--- src/rtl/core/sidec_pkg.sv ---
// Shared constants and types for the signed integer to decimal ASCII converter.
package sidec_pkg;

    localparam int VALUE_BITS = 32;
    localparam int MAX_DIGITS = 10;

    localparam int BCD_BITS   = MAX_DIGITS * 4;
    localparam int CNT_BITS   = $clog2(VALUE_BITS + 1);
    localparam int DIG_BITS   = $clog2(MAX_DIGITS + 1);

    localparam logic [7:0] CHAR_ZERO  = 8'd48;
    localparam logic [7:0] CHAR_MINUS = 8'd45;
    localparam logic [3:0] DIGIT_FIVE = 4'd5;
    localparam logic [3:0] DIGIT_NINE = 4'd9;
    localparam logic [3:0] DIGIT_ADJ  = 4'd3;

    localparam logic [BCD_BITS-1:0] BCD_NINES = {MAX_DIGITS{DIGIT_NINE}};

    typedef logic [BCD_BITS-1:0] bcd_t;

    typedef enum logic [4:0] {
        ST_IDLE    = 5'b00001,
        ST_CONVERT = 5'b00010,
        ST_STRIP   = 5'b00100,
        ST_SIGN    = 5'b01000,
        ST_EMIT    = 5'b10000
    } state_t;

endpackage

--- src/rtl/core/sidec_dabble.sv ---
// One shift-and-add-3 step of the binary to BCD conversion.
module sidec_dabble
(
    input  sidec_pkg::bcd_t bcd,
    input  logic            shift_in,
    output sidec_pkg::bcd_t bcd_out,
    output logic            carry_out
);

    sidec_pkg::bcd_t adjusted;

    // Each digit that would reach ten or more after doubling is corrected first.
    always_comb
    begin
        for (int i = 0; i < sidec_pkg::MAX_DIGITS; i++)
        begin
            if (bcd[i*4 +: 4] >= sidec_pkg::DIGIT_FIVE)
            begin
                adjusted[i*4 +: 4] = bcd[i*4 +: 4] + sidec_pkg::DIGIT_ADJ;
            end
            else
            begin
                adjusted[i*4 +: 4] = bcd[i*4 +: 4];
            end
        end
    end

    assign bcd_out   = {adjusted[sidec_pkg::BCD_BITS-2:0], shift_in};
    assign carry_out = adjusted[sidec_pkg::BCD_BITS-1];

endmodule

--- src/rtl/core/signed_int_to_decimal_ascii.sv ---
// Top level of the signed integer to decimal ASCII converter with its sequencer.
//
// The block takes one two's-complement integer per input transfer and returns
// its decimal text, one ASCII character per output transfer, most significant
// character first: an optional '-', then the digits with no leading zeros
// (zero gives a single '0'), with last set on the final character. The most
// negative value converts exactly. A number is taken in, then its magnitude
// passes bit by bit through the shared shift-and-add-3 step, then the leading
// zero digits are dropped one at a time until the first digit is found, and
// then one character is loaded into the output register whenever it is free.
// The dropped zeros and the emitted digits always add up to MAX_DIGITS. While
// a number is in work, in_stall is high; the next number is taken as soon as
// the final character is in the output register, even if that character
// still waits for its transfer. Should a magnitude need more digits than
// MAX_DIGITS, the digit string saturates to all nines.
module signed_int_to_decimal_ascii
(
    input  logic                              clk,
    input  logic                              rst_n,
    input  logic                              in_valid,
    output logic                              in_stall,
    input  logic signed [sidec_pkg::VALUE_BITS-1:0] value,
    output logic                              out_valid,
    input  logic                              out_stall,
    output logic [7:0]                        character,
    output logic                              last
);

    sidec_pkg::state_t state_reg, state_next;

    logic [sidec_pkg::VALUE_BITS-1:0] mag_reg, mag_next;
    sidec_pkg::bcd_t                  bcd_reg, bcd_next;
    logic                             ovf_reg, ovf_next;
    logic                             neg_reg, neg_next;
    logic [sidec_pkg::CNT_BITS-1:0]   bit_cnt_reg, bit_cnt_next;
    logic [sidec_pkg::DIG_BITS-1:0]   ndig_reg, ndig_next;

    logic                             out_valid_reg, out_valid_next;
    logic [7:0]                       char_reg, char_next;
    logic                             last_reg, last_next;

    sidec_pkg::bcd_t                  step_bcd;
    logic                             step_carry;
    logic                             in_accept;
    logic                             slot_free;
    logic [3:0]                       top_digit;
    logic [sidec_pkg::VALUE_BITS-1:0] value_bits;

    // The shared arithmetic unit: one bit of the magnitude enters per cycle.
    sidec_dabble u_dabble
    (
        .bcd       (bcd_reg),
        .shift_in  (mag_reg[sidec_pkg::VALUE_BITS-1]),
        .bcd_out   (step_bcd),
        .carry_out (step_carry)
    );

    assign value_bits = value;
    assign in_stall   = (state_reg != sidec_pkg::ST_IDLE);
    assign in_accept  = in_valid && !in_stall;
    // The output register may be loaded when it is empty or being drained.
    assign slot_free  = !out_valid_reg || !out_stall;
    assign top_digit  = bcd_reg[sidec_pkg::BCD_BITS-1 -: 4];

    always_comb
    begin
        state_next     = state_reg;
        mag_next       = mag_reg;
        bcd_next       = bcd_reg;
        ovf_next       = ovf_reg;
        neg_next       = neg_reg;
        bit_cnt_next   = bit_cnt_reg;
        ndig_next      = ndig_reg;
        out_valid_next = out_valid_reg && out_stall;
        char_next      = char_reg;
        last_next      = last_reg;

        case (state_reg)
            sidec_pkg::ST_IDLE:
            begin
                if (in_accept)
                begin
                    neg_next     = value_bits[sidec_pkg::VALUE_BITS-1];
                    // Negating the most negative value leaves its exact magnitude
                    // when read as unsigned.
                    mag_next     = value_bits[sidec_pkg::VALUE_BITS-1] ?
                                   (~value_bits + 1'b1) : value_bits;
                    bcd_next     = '0;
                    ovf_next     = 1'b0;
                    bit_cnt_next = sidec_pkg::CNT_BITS'(sidec_pkg::VALUE_BITS);
                    state_next   = sidec_pkg::ST_CONVERT;
                end
            end
            sidec_pkg::ST_CONVERT:
            begin
                mag_next     = {mag_reg[sidec_pkg::VALUE_BITS-2:0], 1'b0};
                bcd_next     = step_bcd;
                ovf_next     = ovf_reg || step_carry;
                bit_cnt_next = bit_cnt_reg - 1'b1;
                if (bit_cnt_reg == sidec_pkg::CNT_BITS'(1))
                begin
                    if (ovf_reg || step_carry)
                    begin
                        bcd_next = sidec_pkg::BCD_NINES;
                    end
                    ndig_next  = sidec_pkg::DIG_BITS'(sidec_pkg::MAX_DIGITS);
                    state_next = sidec_pkg::ST_STRIP;
                end
            end
            sidec_pkg::ST_STRIP:
            begin
                // Drop leading zeros, keeping at least one digit.
                if ((top_digit == 4'd0) && (ndig_reg != sidec_pkg::DIG_BITS'(1)))
                begin
                    bcd_next  = {bcd_reg[sidec_pkg::BCD_BITS-5:0], 4'd0};
                    ndig_next = ndig_reg - 1'b1;
                end
                else if (neg_reg)
                begin
                    state_next = sidec_pkg::ST_SIGN;
                end
                else
                begin
                    state_next = sidec_pkg::ST_EMIT;
                end
            end
            sidec_pkg::ST_SIGN:
            begin
                if (slot_free)
                begin
                    out_valid_next = 1'b1;
                    char_next      = sidec_pkg::CHAR_MINUS;
                    last_next      = 1'b0;
                    state_next     = sidec_pkg::ST_EMIT;
                end
            end
            sidec_pkg::ST_EMIT:
            begin
                if (slot_free)
                begin
                    out_valid_next = 1'b1;
                    char_next      = sidec_pkg::CHAR_ZERO + {4'd0, top_digit};
                    last_next      = (ndig_reg == sidec_pkg::DIG_BITS'(1));
                    bcd_next       = {bcd_reg[sidec_pkg::BCD_BITS-5:0], 4'd0};
                    ndig_next      = ndig_reg - 1'b1;
                    if (ndig_reg == sidec_pkg::DIG_BITS'(1))
                    begin
                        state_next = sidec_pkg::ST_IDLE;
                    end
                end
            end
            default:
            begin
                state_next = sidec_pkg::ST_IDLE;
            end
        endcase
    end

    always_ff @(posedge clk or negedge rst_n)
    begin
        if (!rst_n)
        begin
            state_reg     <= sidec_pkg::ST_IDLE;
            out_valid_reg <= 1'b0;
        end
        else
        begin
            state_reg     <= state_next;
            out_valid_reg <= out_valid_next;
        end
    end

    // Datapath registers hold no control meaning and need no reset.
    always_ff @(posedge clk)
    begin
        mag_reg     <= mag_next;
        bcd_reg     <= bcd_next;
        ovf_reg     <= ovf_next;
        neg_reg     <= neg_next;
        bit_cnt_reg <= bit_cnt_next;
        ndig_reg    <= ndig_next;
        char_reg    <= char_next;
        last_reg    <= last_next;
    end

    assign out_valid = out_valid_reg;
    assign character = char_reg;
    assign last      = last_reg;

    a_accept_starts: assert property (@(posedge clk) disable iff (!rst_n)
        in_accept |=> (state_reg == sidec_pkg::ST_CONVERT))
        else $error("accepted number did not start conversion");

    a_convert_ends: assert property (@(posedge clk) disable iff (!rst_n)
        ((state_reg == sidec_pkg::ST_CONVERT) && (bit_cnt_reg == sidec_pkg::CNT_BITS'(1)))
        |=> (state_reg == sidec_pkg::ST_STRIP))
        else $error("conversion did not end after the last bit");

    a_emit_has_digits: assert property (@(posedge clk) disable iff (!rst_n)
        (state_reg == sidec_pkg::ST_EMIT) |-> (ndig_reg != '0))
        else $error("emitting with no digits left");

    a_last_is_digit: assert property (@(posedge clk) disable iff (!rst_n)
        (out_valid_reg && last_reg) |->
        ((char_reg >= sidec_pkg::CHAR_ZERO) &&
         (char_reg <= sidec_pkg::CHAR_ZERO + 8'd9)))
        else $error("final character is not a digit");

endmodule

--- config.mk ---
export PLATFORM = sky130hd
export DESIGN_NAME = signed_int_to_decimal_ascii
export DESIGN_NICKNAME = d
export VERILOG_FILES = /design/src/rtl/core/sidec_pkg.sv /design/src/rtl/core/sidec_dabble.sv /design/src/rtl/core/signed_int_to_decimal_ascii.sv
export SDC_FILE = /design/constraint.sdc
export NUM_CORES = 1
export LEC_CHECK = 0
export BUFFER_PORTS_ARGS = -buffer_cell sky130_fd_sc_hd__buf_2
export CORE_UTILIZATION = 45
export CTS_CLUSTER_SIZE = 16
export DETAILED_ROUTE_END_ITERATION = 7
export PLACE_DENSITY = 0.65
export SYNTH_ARGS = -nofsm -noshare
export SYNTH_HDL_FRONTEND = slang
export SYNTH_SLANG_ARGS = --single-unit
--- constraint.sdc ---
create_clock -name clk -period 5 [get_ports clk]
set_input_delay 1 -clock clk [delete_from_list [all_inputs] [get_ports clk]]
set_output_delay 1 -clock clk [all_outputs]
set_load 0.005 [all_outputs]
Word level (Yosys, flattened, before mapping)
Cells that the tools add are included.
{"block": "word_totals", "word_cells": 114, "regBits": 99, "inputBits": 36}
{"block": "op_classes", "n_eq_ne": 16, "mux": 43, "n_reduce_logical": 20, "add_sub_neg": 14, "bitwise": 1, "n_lt_le_gt_ge": 10}
{"cell": "$mux 40", "count": 5}
{"cell": "$pmux 40 s4", "count": 1}
{"cell": "$mux 32", "count": 2}
{"cell": "$pmux 32 s2", "count": 1}
{"cell": "$mux 4", "count": 13}
{"cell": "$add 4x2->4 const B", "count": 10}
{"cell": "$ge 4x3->1 const B", "count": 10}
{"cell": "$mux 5", "count": 7}
{"cell": "$add 32x1->32 const B", "count": 1}
{"cell": "$not 32->32", "count": 1}
{"cell": "$pmux 5 s5", "count": 1}
{"cell": "$mux 8", "count": 2}
{"cell": "$pmux 8 s2", "count": 1}
{"cell": "$ne 2x2->1 const B", "count": 7}
{"cell": "$pmux 4 s3", "count": 1}
{"cell": "$pmux 6 s2", "count": 1}
{"cell": "$reduce_and 4->1", "count": 2}
{"cell": "$add 6x4->7 const A", "count": 1}
{"cell": "$eq 6x1->1 const B", "count": 1}
{"cell": "$mux 6", "count": 1}
{"cell": "$reduce_and 6->1", "count": 1}
{"cell": "$sub 6x1->6 const B", "count": 1}
{"cell": "$eq 5x1->1 const B", "count": 1}
{"cell": "$eq 5x2->1 const B", "count": 1}
{"cell": "other kinds (19)", "count": 31}

Logic depth before layout (Yosys ltp)
Gate-level depths: netlist (run 1).
{"block": "logic_depth", "word_depth": 6, "ltp_mapped": 8, "mapped_depth_nobuf": 7}

Hierarchy
A second synthesis (run 1) with hierarchy kept.
{"block": "unflattened", "cells_unflattened": 599, "area_unflattened_um2": 5945.7}
{"mod": "signed_int_to_decimal_ascii", "area_per_inst_um2": 4924.7, "cells_per_inst": 438, "instances": 1}
{"mod": "sidec_dabble", "area_per_inst_um2": 1021.0, "cells_per_inst": 161, "instances": 1}

Worst setup path before layout (run 1)
OpenSTA, ideal clock, no wires.
{"block": "synth_timing", "kind": "register to register", "start": "reg state_reg[4]", "end": "reg bcd_reg[0], enable pin", "stages_incl_launch_ff": 6, "t_required_ns": 4.489, "slack_ns": 0.094, "arrival_time_ns": 4.395, "setup_time_ns": 0.511, "period_less_slack_ns": 4.906, "cell_sequence": "dfrtp_1 > buf_4 > nor3_1 > nand3b_1 > clkbuf_1 > a311oi_1"}
{"block": "synth_between", "elab_chain_len": 5, "word_cells_on_any_way": 12, "cone_classes": "eq/ne: 8; reduce/logical: 4"}
{"item": "start: declaration", "line": "signed_int_to_decimal_ascii.sv:29", "text": "sidec_pkg::state_t state_reg, state_next;"}
{"item": "start signal: assignment", "line": "signed_int_to_decimal_ascii.sv:163", "text": "state_reg <= sidec_pkg::ST_IDLE;"}
{"item": "start signal: assignment", "line": "signed_int_to_decimal_ascii.sv:168", "text": "state_reg <= state_next;"}
{"item": "$ne 5x1->1", "line": "signed_int_to_decimal_ascii.sv:59", "text": "assign in_stall = (state_reg != sidec_pkg::ST_IDLE);"}
{"item": "$logic_not 1->1", "line": "signed_int_to_decimal_ascii.sv:60", "text": "assign in_accept = in_valid && !in_stall;"}
{"item": "$logic_and 1x1->1", "line": "signed_int_to_decimal_ascii.sv:60"}
{"item": "$ne 2x2->1 (no source line)"}
{"item": "$reduce_and 4->1 (no source line) *"}
{"item": "end signal: assignment", "line": "signed_int_to_decimal_ascii.sv:177", "text": "bcd_reg <= bcd_next;"}
{"item": "end: declaration", "line": "signed_int_to_decimal_ascii.sv:32", "text": "sidec_pkg::bcd_t bcd_reg, bcd_next;"}
Mark *: on every way between the ends. The rest lies on a longest branch, timed or not.
A chain may end at the register's enable or synchronous reset.

Worst setup path after layout (run 1)
{"block": "layout_timing", "start": "reg state_reg[4]", "end": "reg bcd_reg[10] (data pin)"}
{"block": "layout_between", "elab_chain_len": 2, "word_cells_on_any_way": 5, "cone_classes": "eq/ne: 4; mux: 1"}
{"item": "$eq 5x5->1 (tied with other cells)", "line": "signed_int_to_decimal_ascii.sv:78", "text": "case (state_reg)"}
{"item": "$pmux 40 s4 *", "line": "signed_int_to_decimal_ascii.sv:78"}
{"item": "via bcd_next[10]", "line": "signed_int_to_decimal_ascii.sv:32"}
Mark *: on every way through the listed nets, which the timed path passes. The rest lies on a longest branch.

==> key figures, run 1 <==
Outcome
  – Status: completed

Timing
  – Slew HR: 39.4%
  – Fmax: 0.347 GHz
  – Setup_tns: 0 ps
  – Final Cycle Share: 57.6%
  – Final Hold Violating Endpoints: 0
  – # setup viols final: 0
  – Unrepaired setup endpoints after global routing: false
  – Clk_skew: 7.86 ps
  – Tmin final: 2880 ps
  – Max-slew violations: 0
  – Slew @ Worst Pin: 908 ps

Routing
  – DR iter-0 viols: 226
  – Initial DRT Pass Iterations: 4
  – Drt drc: 0
  – Per-cell routed wire length: roughly 15 µm
  – Post-DRT Antenna Nets: 0
  – Vias per cell: 5.46
  – Via count: 4309
  – Routed wire length: 11900 µm

Clock network
  – CTS buffer count: 9
  – Post-CTS resize count: 0
  – Post-CTS Hold Fix Bufs: 0
  – Clock Tree Buf Depth: 2
  – Worst-skew pair later-pin latency: 350 ps
  – H-tree depth: 3
  – Clock Sinks: 96
  – CTS tree: built
  – Worst-path clk slew: about 70 ps
  – Setup Buffers After CTS: 0
  – Root Driver: clkbuf_16

Floorplan
  – Core Rows: 41
  – Die Wd: 117 µm
  – Ports: 47
  – Die Y: 117 µm
  – Placeable core area: 0.0128 mm²
  – Full die area: ~0.014 mm²
  – Initial Util: a little under half

Logic synthesis
  – Sequential share of the synthesized area: 47.8%
  – Synth Cell Area: 0.00597 mm²
  – Synth top area cells: edfxtp_1, ha_1, nand2_1, xor2_1, a21oi_1
  – Post-synth EDFFs: 90
  – Cell taking the most area after synthesis: edfxtp_1
  – Commonest cells post-synth: edfxtp_1, nand2_1, a21oi_1
  – Netlist cell types: 62
  – Synth async-reset ratio: 6.25%
  – Cell count after synthesis: 581
  – Synth top area share: 45.2%
  – Most frequent cell after synthesis: edfxtp_1
  – Synth Flop Type: edfxtp_1
  – Post-synthesis register bit count: 96
  – Ys Warns: 0
  – Mean Syn Cell Area: 10.3 µm²

Critical path
  – Worst path cell trace: nor3_1 -> and3b_2 -> nand2_1 -> o21ai_1
  – Startpoint types: register
  – Crit path required time: ~5200 ps
  – Crit end category: register
  – Data arrival time of the critical path: 3070 ps
  – Setup CP Type: reg2reg
  – Slowest CP cell: and3b_2
  – Worst-path maximum fanout: 58
  – Crit path largest cell delay: 860 ps

Placement
  – PortBufs: 43
  – Routability cong.: 0.874
  – Dpl hpwl: 8220 µm
  – Area post-placement: 0.00632 mm²

Final layout
  – Layout fillers: about 1100
  – Largest register FFs: 40
  – Synth-to-layout area growth: 11.6%
  – Layout cell share with drive strength beyond 1: 15.2%
  – Number of diodes: 0
  – Finished Cell Area: 0.00667 mm²
  – Layout Nets: 674

Power and ir drop
  – LEAKAGE: about 2.4 nW
  – IR Drop Worst-Case VDD: 313 µV
  – Pwr dens: 561 mW/mm²

Worst hold path
  – Hold Path Class: in2async

Global routing
  – Largest net degree at the start of global routing: between 50 and 60
  – First-pass GRT wire length: 20000 µm
  – Total grt overflow: 0
  – Vias in the first global route: 4192
  – Total Routing Usage GR: a little under a fifth
  – Initial antenna violation count: 0

Job
  – Maxcap violations: 0
per-layer routing:
| layer | routed length, µm | vias up | part of all wire [%] | track usage (%) |
|---|---|---|---|---|
| met2 | 5650 | 62 | 48 | 31.6 |
| met1 | 5660 | 2057 | 48 | 24.3 |
| met4 | 131 | 0 | 1.1 | 5.49 |
| met3 | 420 | 15 | 3.5 | 4.63 |
| met5 | 0 | - | 0 | 0 |
| li1 | - | 2175 | - | - |
power breakdown:
part           leakage (nW)  internal, mW  switching, mW
clock network         0.162         0.503          0.296
registers             0.956          1.37          0.237
logic                  1.33         0.512          0.827
total                  2.45          2.38           1.36
final cells by class:
type	count	area, µm²	area share (%)
multi-input cells	430	2900	43.5
flip-flops and latches	96	2850	42.8
repair buffers	47	245	3.68
clock buffers	11	243	3.64
well taps	172	215	3.23
clock inverters	5	105	1.58
inverters	28	105	1.58
layout by cell type (no fill, tap or decap), drive strengths merged, types with 5 or more instances in the layout:
master / count
a21oi: 45
buf: 47
o221ai: 9
o21ai: 61
xnor2: 23
ha: 26
clkbuf: 11
nand2b: 12
nor4: 9
dfrtp: 5
edfxtp: 90
nand2: 67
inv: 28
nand4: 5
xor2: 27
nor3b: 23
o31ai: 10
o22ai: 11
nor2: 38
o211ai: 9
nor3: 12
final timing paths:
kind                                          start                        to  slack (ps)  cells past startpoint
setup / recovery           state_reg[4]$_DFFE_PN0P_     bcd_reg[10]$_DFFE_PP_        2120                      4
max in group asynchronous                     rst_n  state_reg[0]$_DFFE_PN1P_        4300                      1
hold reg to reg                   neg_reg$_DFFE_PP_  state_reg[3]$_DFFE_PN0P_         530                      1
setup reg to reg           state_reg[4]$_DFFE_PN0P_     bcd_reg[10]$_DFFE_PP_        2120                      4
hold / removal                                rst_n       out_valid$_DFF_PN0_         470                      1
min in group clk                  neg_reg$_DFFE_PP_  state_reg[3]$_DFFE_PN0P_         530                      1
metrics by stage:
step | cells | total power, mW | setup slack, ps | utilization, % | hold WS, ps
floorplan | 582 | 2.61 | 94.2 | - | 487
global placement | 773 | 2.88 | 2140 | 49.5 | 508
detailed placement | 773 | 2.96 | 2080 | 49.5 | 514
CTS | 789 | 3.76 | 2110 | 52.2 | 461
global route | 789 | 4.02 | 1820 | 52.2 | 463
finish | 789 | 3.74 | 2120 | 52.2 | 472
cell families after synthesis:
family,after synthesis,share of synthesized area [%]
AOI/OAI and AO/OA,153,15.5
muxes,6,1.11
buffers and inverters,56,4.13
DFF,96,47.8
xor gates and xnor gates,50,7.33
other,2,0.126
adders and majority gates,26,5.44
and+or+nand+nor,192,18.6
worst max-delay path: cells and delay by family, from the launching register on:
family | cells | cell delay (ps)
AO/OA/AOI/OAI | 1 | 320
AND/OR/NAND/NOR | 3 | 1910
flip-flops | 1 | 480
Note: power is estimated with default switching activity, not from simulation.
==> inputs of run 2 (changes only) <==
PLACE_DENSITY = not set   (was 0.65)
clock period = 2.9 ns   (was 5 ns; I/O delays follow)
==> run 2 against run 1 <==
Routed wire length shrank 3.2%. Cell area shrank 0.32%. Die area is the same. First-iteration DRC count grew 6.2%. Final cell count grew 0.38%. Sequential power grew 73%. Count of clock-buffer cells in the layout shrank 1. Sequential share of layout area grew 0.14 points. Non-clock buffer count grew 4. Via count grew 0.28%. Critical path depth grew 3. Critical path type unchanged. Largest cell class unchanged.
==> key figures, run 2 (same netlist as run 1, synthesis figures left out) <==
Outcome
  – Status: completed

Routing
  – Drt drc: 0 (unchanged)
  – Per-cell routed wire length: 14.5 µm (-3.6%)
  – Routed wire length: 11500 µm (-3.2%)
  – Via count: 4321 (+0.28%)
  – Post-DRT Antenna Nets: 0 (unchanged)
  – Vias per cell: 5.46 (-0.10%)
  – DR iter-0 viols: 240 (+6.2%)
  – Initial DRT Pass Iterations: 6 (+2)

Clock network
  – Worst-skew pair later-pin latency: 340 ps (about the same)
  – Post-CTS Hold Fix Bufs: 0 (unchanged)
  – Worst-path clk slew: 60 ps (about the same)
  – H-tree depth: 3 (unchanged)
  – Setup Buffers After CTS: 0 (unchanged)
  – Root Driver: clkbuf_16
  – Clock Sinks: 96 (unchanged)
  – Post-CTS resize count: 0 (unchanged)
  – Clock Tree Buf Depth: 2 (unchanged)
  – CTS tree: built
  – CTS buffer count: 9 (unchanged)

Final layout
  – Layout fillers: 1162 (+1.8%)
  – Layout Nets: 678 (+0.59%)
  – Register Area: 0.00285 mm² (unchanged)
  – Commonest non-fill, non-tap cell in the layout: edfxtp_1
  – Post-route core utilization: 52.1% (-0.17 points)
  – Number of diodes: 0 (unchanged)
  – Layout cell share with drive strength beyond 1: 15.8% (+0.57 points)
  – Commonest cells after routing, fill and taps aside: edfxtp_1, nand2_1, a21oi_1
  – Largest register FFs: 40 (unchanged)
  – Area of the multi-input gates: 0.00291 mm² (+0.22%)
  – Synth-to-layout area growth: 11.3%

Global routing
  – Vias in the first global route: 4114 (-1.9%)
  – Total Routing Usage GR: 18.1% (-0.81 points)
  – First-pass GRT wire length: 19200 µm (-3.7%)
  – Total grt overflow: 0 (unchanged)
  – Initial antenna violation count: 0 (unchanged)
  – Largest net degree at the start of global routing: 41 (-31%)

Critical path
  – Crit path required time: 2930 ps (-2260 ps)
  – Startpoint types: register
  – Worst-path maximum fanout: 40 (-31%)
  – Reg2Reg Setup Slack: 510 ps (-1610 ps)
  – Worst-case reg-to-reg path depth: 7 (+3)
  – Critical R2R Capture: bcd_reg[13]$_DFFE_PP_
  – R2r startpoint: ndig_reg[0]$_SDFFCE_PP0P_
  – Critical path startpoint: ndig_reg[0]$_SDFFCE_PP0P_
  – Setup CP Type: reg2reg
  – CP endpoint: bcd_reg[13]$_DFFE_PP_
  – Crit end category: register
  – Data arrival time of the critical path: 2420 ps (-650 ps)

Floorplan
  – Placeable core area: 0.0128 mm² (unchanged)
  – Core Rows: 41 (unchanged)
  – Die Wd: 117 µm (unchanged)
  – Die Y: 117 µm (unchanged)
  – Full die area: 0.0137 mm² (unchanged)
  – Ports: 47 (unchanged)
  – Initial Util: 46.8% (unchanged)

Power and ir drop
  – Int Power: 3.93 mW (+65%)
  – Pwr dens: 937 mW/mm² (+67%)
  – Share of power burned in combinational logic: 37.2% (+1.4 points)
  – Tot Pwr: 6.23 mW (+67%)
  – NetSw: 2.30 mW (+69%)
  – LEAKAGE: 2.45 nW (about the same)
  – IR Drop Worst-Case VDD: 434 µV (+39%)
  – Seq pwr share: 44.4% (+1.6 points)
  – Clock Power Share: 18.4% (-2.9 points)
  – Net Sw Frac: 36.9% (+0.51 points)

Placement
  – Dpl hpwl: 8060 µm (-2.0%)
  – Routability cong.: 0.869 (-0.65%)
  – PortBufs: 43 (unchanged)

Timing
  – Setup_tns: 0 ps (unchanged)
  – # setup viols final: 0 (unchanged)
  – Fmax: 0.418 GHz (+20%)
  – Unrepaired setup endpoints after global routing: false
  – Tmin final: 2390 ps (-486 ps)
  – Final Hold Violating Endpoints: 0 (unchanged)
  – Clk_skew: 8.53 ps (+0.663 ps)
  – Final Cycle Share: 82.5% (+25 points)
  – Slew @ Worst Pin: 640 ps (-268 ps)
  – Max-slew violations: 0 (unchanged)
  – Slew HR: 57.3% (+18 points)

Worst hold path
  – Hold Path Class: in2async

Job
  – Maxcap violations: 0 (unchanged)
-- run 2: cell types whose count changed in the layout (fill, tap and decap cells not counted), moves of 2 or more --
| cell | delta |
|---|---|
| buf_4 | +3 |
| clkinv_2 | +3 |
| bufinv_16 | -2 |
| clkinvlp_4 | -2 |
-- run 2: per-stage QoR --
step	worst slack (ps)	area (µm²)	cells	hold slack [ps]
after floorplan	1.28	6000	582	284
after global placement	466	6370	777	415
after detailed placement	434	6370	777	414
after CTS	494	6650	792	40.0
after global routing	366	6650	792	42.1
final	506	6650	792	50.5
-- run 2: area by class of cell --
| type | count | share of cell area (%) |
|---|---|---|
| Sequential cell | 96 | 42.9 |
| Multi-Input combinational cell | 430 | 43.8 |
| Tap cell | 172 | 3.24 |
| Clock inverter | 5 | 0.734 |
| Timing Repair Buffer | 51 | 4.33 |
| Inverter | 28 | 1.58 |
| Clock buffer | 10 | 3.44 |
-- run 2: how the worst min path moves through the flow --
| stage | endpoint | from | depth (start not counted) |
|---|---|---|---|
| after floorplan | out_valid$_DFF_PN0_ | rst_n | 0 |
| after global placement | out_valid$_DFF_PN0_ | rst_n | 1 |
| after detailed placement | out_valid$_DFF_PN0_ | rst_n | 1 |
| after CTS | out_valid$_DFF_PN0_ | rst_n | 1 |
| after global routing | out_valid$_DFF_PN0_ | rst_n | 1 |
| final | out_valid$_DFF_PN0_ | rst_n | 1 |
-- run 2: critical path, cell delays in order, from the launching register on --
cell      delay (ps)
edfxtp_1         440
ha_2             190
nor3b_1          170
nor4b_1          420
nand2b_1         180
o21ai_2           80
a311oi_4         310
buf_12           280
-- run 2: routing by layer --
layer,GRT usage (%),wire length (µm)
met1,23.7,5590
met2,30.0,5430
met3,4.69,369
met4,4.30,87
met5,0,0
-- run 2: power by group through the flow --
| stage | combinational (mW) | sequential, mW | clock (mW) |
|---|---|---|---|
| floorplan | 1.84 | 2.66 | 0 |
| global placement | 2.27 | 2.76 | 0 |
| detailed placement | 2.33 | 2.79 | 0 |
| CTS | 2.34 | 2.76 | 1.18 |
| global route | 2.62 | 2.85 | 1.24 |
| finish | 2.32 | 2.77 | 1.15 |
